--- config.mk ---
export PLATFORM = sky130hd
export DESIGN_NAME = temporal_median_of_nine_rgb_unit
export DESIGN_NICKNAME = d
export VERILOG_FILES = /design/src/design/tmof_pkg.sv /design/src/design/tmof_cell.sv /design/src/design/tmof_row.sv /design/src/design/temporal_median_of_nine_rgb_unit.sv
export SDC_FILE = /design/constraint.sdc
export NUM_CORES = 1
export LEC_CHECK = 0
export ABC_CLOCK_PERIOD_IN_PS = 3850
export BUFFER_PORTS_ARGS = -buffer_cell sky130_fd_sc_hd__buf_4
export CORE_ASPECT_RATIO = 2
export CORE_MARGIN = 2
export CORE_UTILIZATION = 61
export CTS_CLUSTER_DIAMETER = 60
export DETAILED_ROUTE_END_ITERATION = 12
export MAX_ROUTING_LAYER = met4
export PLACE_DENSITY_LB_ADDON = 0.3
export SYNTH_ARGS = -nofsm -noshare
export SYNTH_HDL_FRONTEND = slang
export SYNTH_SLANG_ARGS = --single-unit
--- constraint.sdc ---
create_clock -name clk -period 3.85 [get_ports clk]
set_input_delay 0.5775 -clock clk [delete_from_list [all_inputs] [get_ports clk]]
set_output_delay 0.5775 -clock clk [all_outputs]
set_load 0.005 [all_outputs]
--- src/design/tmof_pkg.sv ---
// Shared widths, defaults and control types for the temporal median filter.
package tmof_pkg;

  localparam int SAMPLE_W        = 8;
  localparam int CNT_W           = 4;
  localparam int FRAME_COUNT_DEF = 9;
  localparam int CHANNELS        = 3;
  localparam int TDATA_W         = CHANNELS * SAMPLE_W;

  // Insert strobe and current fill count, sent from the top level to each row.
  typedef struct packed {
    logic             insert;
    logic [CNT_W-1:0] held;
  } tmof_ctrl_t;

endpackage

--- src/design/tmof_cell.sv ---
// One insertion-sort cell: holds one sorted sample and hands it to the next cell.
module tmof_cell (
  input  logic                          clk,
  input  logic                          insert,
  input  logic                          occupied,
  input  logic                          at_end,
  input  logic [tmof_pkg::SAMPLE_W-1:0] sample,
  input  logic [tmof_pkg::SAMPLE_W-1:0] prev_val,
  input  logic                          prev_gt,
  output logic [tmof_pkg::SAMPLE_W-1:0] val,
  output logic                          gt,
  output logic [tmof_pkg::SAMPLE_W-1:0] val_nxt
);
  import tmof_pkg::*;

  logic [SAMPLE_W-1:0] val_r;

  // Held entry is larger than the new sample: it moves up one place.
  assign gt = occupied && (val_r > sample);

  always_comb begin
    if (prev_gt) begin
      val_nxt = prev_val;
    end else if (gt || at_end) begin
      val_nxt = sample;
    end else begin
      val_nxt = val_r;
    end
  end

  always_ff @(posedge clk) begin
    if (insert) begin
      val_r <= val_nxt;
    end
  end

  assign val = val_r;

endmodule

--- src/design/tmof_row.sv ---
// Row of sort cells for one color channel; exposes the middle entry after insert.
module tmof_row #(
  parameter int FRAME_COUNT = tmof_pkg::FRAME_COUNT_DEF
) (
  input  logic                          clk,
  input  tmof_pkg::tmof_ctrl_t          ctrl,
  input  logic [tmof_pkg::SAMPLE_W-1:0] sample,
  output logic [tmof_pkg::SAMPLE_W-1:0] median
);
  import tmof_pkg::*;

  localparam int MED_POS = (FRAME_COUNT - 1) / 2;

  logic [SAMPLE_W-1:0] val     [FRAME_COUNT];
  logic [SAMPLE_W-1:0] val_nxt [FRAME_COUNT];
  logic                gt      [FRAME_COUNT];

  for (genvar i = 0; i < FRAME_COUNT; i++) begin : g_cell
    logic [SAMPLE_W-1:0] prev_val;
    logic                prev_gt;

    if (i == 0) begin : g_first
      assign prev_val = '0;
      assign prev_gt  = 1'b0;
    end else begin : g_rest
      assign prev_val = val[i-1];
      assign prev_gt  = gt[i-1];
    end

    tmof_cell u_cell (
      .clk      (clk),
      .insert   (ctrl.insert),
      .occupied (ctrl.held > CNT_W'(i)),
      .at_end   (ctrl.held == CNT_W'(i)),
      .sample   (sample),
      .prev_val (prev_val),
      .prev_gt  (prev_gt),
      .val      (val[i]),
      .gt       (gt[i]),
      .val_nxt  (val_nxt[i])
    );
  end

  // Median of the stack once the new sample is in place.
  assign median = val_nxt[MED_POS];

endmodule

--- src/design/temporal_median_of_nine_rgb_unit.sv ---
// Top level of the temporal median filter over a stack of RGB frames.
//
// Usage:
//   Input channel (in_*): one request per pixel sample, red/green/blue of the
//   same pixel position taken from successive frames. Every FRAME_COUNT
//   requests form one stack.
//   Result channel (out_*): one request per stack, carrying the per-channel
//   median (the entry at (FRAME_COUNT-1)/2 of the sorted stack, i.e. the
//   fifth smallest for nine frames).
//   Throughput: one input request per cycle while in_tready is high. Each
//   channel keeps a row of FRAME_COUNT insertion cells that all shift in
//   the same cycle, so a new sample is sorted into place as it is accepted.
//   Result valid: out_tvalid is registered and rises in the cycle after the
//   last sample of a stack is accepted.
//   Reset: the fill count and the output valid clear; stored samples are
//   left as they are and are overwritten by the next stack.
//   Stall: the result sits in an output register. Samples of the next stack
//   keep flowing while it waits; in_tready drops only while the next sample would
//   close a stack and the previous result is still not taken.
module temporal_median_of_nine_rgb_unit #(
  parameter int FRAME_COUNT = tmof_pkg::FRAME_COUNT_DEF
) (
  input  logic                         clk,
  input  logic                         rst_n,
  input  logic                         in_tvalid,
  output logic                         in_tready,
  input  logic [tmof_pkg::TDATA_W-1:0] in_tdata,   // in_red, in_green, in_blue
  output logic                         out_tvalid,
  input  logic                         out_tready,
  output logic [tmof_pkg::TDATA_W-1:0] out_tdata   // med_red, med_green, med_blue
);
  import tmof_pkg::*;

  localparam logic [CNT_W-1:0] LAST_CNT = CNT_W'(FRAME_COUNT - 1);

  logic [CNT_W-1:0]   held_r;
  logic [CNT_W-1:0]   held_nxt;
  logic               out_valid_r;
  logic               out_valid_nxt;
  logic [TDATA_W-1:0] out_data_r;
  logic [TDATA_W-1:0] med_data;
  logic               accept;
  logic               closes_stack;
  tmof_ctrl_t         ctrl;

  // Closing sample of a stack produces a result; hold it off only while the
  // output register is still occupied and stalled.
  assign closes_stack = (held_r == LAST_CNT);
  assign in_tready    = !(closes_stack && out_valid_r && !out_tready);
  assign accept       = in_tvalid && in_tready;

  assign ctrl.insert = accept;
  assign ctrl.held   = held_r;

  for (genvar c = 0; c < CHANNELS; c++) begin : g_chan
    tmof_row #(
      .FRAME_COUNT (FRAME_COUNT)
    ) u_row (
      .clk    (clk),
      .ctrl   (ctrl),
      .sample (in_tdata[c*SAMPLE_W +: SAMPLE_W]),
      .median (med_data[c*SAMPLE_W +: SAMPLE_W])
    );
  end

  // Advance the fill count; wrap to empty after the closing sample.
  always_comb begin
    held_nxt = held_r;
    if (accept) begin
      held_nxt = closes_stack ? '0 : held_r + CNT_W'(1);
    end
  end

  // Load a result on the closing sample, drop it once the receiver takes it.
  always_comb begin
    out_valid_nxt = out_valid_r;
    if (accept && closes_stack) begin
      out_valid_nxt = 1'b1;
    end else if (out_tready) begin
      out_valid_nxt = 1'b0;
    end
  end

  always_ff @(posedge clk) begin
    if (!rst_n) begin
      held_r      <= '0;
      out_valid_r <= 1'b0;
    end else begin
      held_r      <= held_nxt;
      out_valid_r <= out_valid_nxt;
    end
  end

  always_ff @(posedge clk) begin
    if (accept && closes_stack) begin
      out_data_r <= med_data;
    end
  end

  assign out_tvalid = out_valid_r;
  assign out_tdata  = out_data_r;

endmodule

==> summary.txt <==
Clock network
  – Later-pin clock latency in the skew report: 0.44 ns
  – Post-CTS setup buffer count: 0
  – Root buf cell: clkbuf_16
  – Hold buffers post-CTS: 0
  – Post_cts resized: 0
  – Num CTS Buffers: 17
  – Max clock buf depth: 2
  – # clock sinks: 149
  – Htree depth: 4
  – CTS tree: built
  – Clock-pin transition on the worst setup and hold timing paths: 0.07 ns

Setup path
  – R2R Setup Slk: 0.56 ns
  – CP endpoint kind: flop
  – Crit Path Class: reg -> reg
  – Critical R2R Launch: g_chan[1].u_row.g_cell[4].u_cell.val[5]
  – CP required: 3.98 ns
  – Crit path from: g_chan[1].u_row.g_cell[4].u_cell.val[5]
  – Critical path capture point: g_chan[1].u_row.g_cell[4].u_cell.val[3]
  – Critical path arrival: 3.41 ns
  – Worst setup SP type: flop
  – Reg2reg end: g_chan[1].u_row.g_cell[4].u_cell.val[3]
  – Reg2Reg Depth: 6
  – Crit-path max FO: 8

GRT
  – Tot GR Track Use: 31.2%
  – Initial antenna violation count: 0
  – First-pass GRT wire length: 36,800 um
  – Vias in the first global route: 7,046
  – Largest net degree at the start of global routing: 26
  – Grt ovf: 0

Detailed routing
  – Routed vias: 6,770
  – DR WL/cell: 23.2 um
  – Post-route ant nets: 0
  – # DRC: 0
  – Via/cell ratio: 6.65
  – Initial drt markers: 552
  – Routed WL: 23,600 um
  – TritonRoute pass-1 iters: 7

Power and ir drop
  – Logic pwr share: 14.0%
  – Pwr Total: 4.29 mW
  – NetSw: 1.13 mW
  – Clock Power Share: 41.0%
  – Leakage: 4.02 nW
  – Flop pwr share: 45.0%
  – Pwr dens: 413 nW/um2
  – Fraction of power spent switching nets: 26.2%
  – VDD IR-drop max: 0.361 mV
  – Cell Int Power: 3.17 mW

Cells and area
  – Final nets: 962
  – Util after Layout: 70.5%
  – Footprint of the multi-input gates: 4490 um2
  – Fillers: 1,061
  – Register area: 4420 um2
  – Share of layout cells above drive strength 1: 23.1%
  – Ant diodes: 0
  – Layout area overhead: 13.4%

Floorplan
  – Ports: 54
  – Die Y: 177 um
  – Placeable core area: 14,700 um2
  – Starting density of the core: 62.2%
  – Std-Cell Rows: 63
  – Die area: 16,100 um2
  – Die W: 90.7 um

Synthesis
  – EDFF count, synth: 144
  – Largest family of logic cells by synthesized area: adder cells
  – Ys flop type: edfxtp_1
  – Synth Area in Adders: 16.9%
  – FFs w/ async S/R, synth: 0%
  – Post-synthesis compound-gate area fraction: 15.5%
  – Mapped Avg Cell Area: 12.4 um2
  – Post-synthesis xor/xnor area fraction: 0%
  – Synth Area in Simple Gates: 7.75%
  – Area leader, netlist: edfxtp_1
  – Mux share of post-synthesis cell area: 8.84%
  – Mapped Cells: 740
  – Register bit total from synthesis: 149
  – Ranking of synthesized cells by area: edfxtp_1 (47%), ha_1 (17%), mux2_2 (8.8%)
  – Synth cell types: 38
  – Seq/Total Area, Yosys: 48.2%
  – Yosys warns: 0
  – Most common library cells after synthesis: edfxtp_1 (144), ha_1 (124), a21oi_1 (72), mux2_2 (72), o21ai_0 (53)
  – Mapped Nets: 892
  – Mapped cell area: 9170 um2
  – Cell with the most instances after synthesis: edfxtp_1
  – Post-synth top area share: 47.2%

Placed design
  – Post-DP HPWL: 17,900 um
  – Port bufs: 53
  – Pre-CTS WS: 0.557 ns
  – Routability cong.: 1.00

Timing
  – Achievable Freq: 0.304 GHz
  – Final Cycle Share: 85.4%
  – Final min period: 3.29 ns
  – Clock skew: 0.00691 ns
  – Slack of the critical path: 0.563 ns
  – Slew headroom: 35.2%
  – Fin. Hold Viols: 0
  – TNS Setup: 0 ns
  – Hold WS: 0.367 ns
  – Unrepaired setup endpoints after global routing: no
  – Slew Viols, Final: 0
  – Final setup viols: 0
  – Worst-Margin Slew: 0.962 ns

Job
  – Max cap viols: 0

Run status
  – Outcome: finished, final reports clean

Min path
  – Hold Crit Class: in -> reg
layout by cell type, fill, tap and decap left out, types with 4 or more instances in the layout:
cell type  instances
mux2_2            72
o21ai_0           53
nor2b_1           22
nand3b_1           4
clkinv_4           4
a31oi_1           33
nand2_1           25
dfxtp_1            5
inv_6              4
nor2_1             9
inv_1             42
ha_1             124
nand3_1           25
edfxtp_1         144
a211o_1            6
o211ai_2           6
nand4_1           30
a21oi_1           72
clkbuf_16         17
buf_4             61
o211ai_1           9
o21a_1            12
critical path, stage by stage (launching register included):
cell and delay [ns]:
edfxtp_1 0.44, ha_1 0.34, nand4_1 0.19, o22ai_1 0.38, o21ai_0 0.45, o21ai_0 0.88
a31oi_1 0.28
registers in the layout, summed over array words and instances, names as in the netlist:
register and cells:
held_r 4, out_tdata 24, out_tvalid 1, g_chan.u_row.g_cell.u_cell.val 120
worst min-delay path by stage:
stage	from	end	slack, ns	depth (start not counted)
final	in_tdata[10]	g_chan[1].u_row.g_cell[0].u_cell.val[2]	0.37	1
after global routing	in_tdata[3]	g_chan[0].u_row.g_cell[0].u_cell.val[3]	0.36	1
after CTS	in_tdata[23]	g_chan[2].u_row.g_cell[0].u_cell.val[7]	0.36	1
after detailed placement	held_r[1]	held_r[1]	0.51	2
after global placement	held_r[1]	held_r[1]	0.50	2
after floorplan	held_r[1]	held_r[1]	0.49	2
per-stage QoR:
stage / cells / cell area (um2)
6_report: 1018 / 10400
5_1_grt: 1018 / 10400
4_1_cts: 1018 / 10400
3_5_place_dp: 986 / 9770
3_3_place_gp: 986 / 9770
2_1_floorplan: 740 / 9170
power by group through the flow:
stage	sequential [mW]	clock (mW)	combinational (mW)
global route	1.94	1.84	0.665
global placement	1.96	0	0.553
detailed placement	1.97	0	0.590
finish	1.93	1.76	0.602
CTS	1.93	1.77	0.596
floorplan	1.94	0	0.405
routing by layer:
metal / vias up / part of all wire [%] / global-route usage [%]
met5: - / 0 / -
met4: 0 / 7.6 / 23.1
met3: 117 / 5.4 / 6.41
met2: 313 / 55 / 57.0
met1: 3266 / 32 / 27.9
li1: 3074 / - / -
final cells by class:
class                   count  area share [%]
inverters                  42            1.52
well taps                 195            2.35
clock inverters            15            1.88
repair buffers             61            4.41
clock buffers              17            4.09
flip-flops and latches    149            42.6
multi-input cells         539            43.2
cell families (layout without fill, tap and decap cells):
family	Yosys count	after routing
fa+ha+maj	124	124
simple gates	129	129
mux	72	72
flops	149	149
buf+inv	52	135
compound gates	214	214
Power figures use the tool's default switching activity.
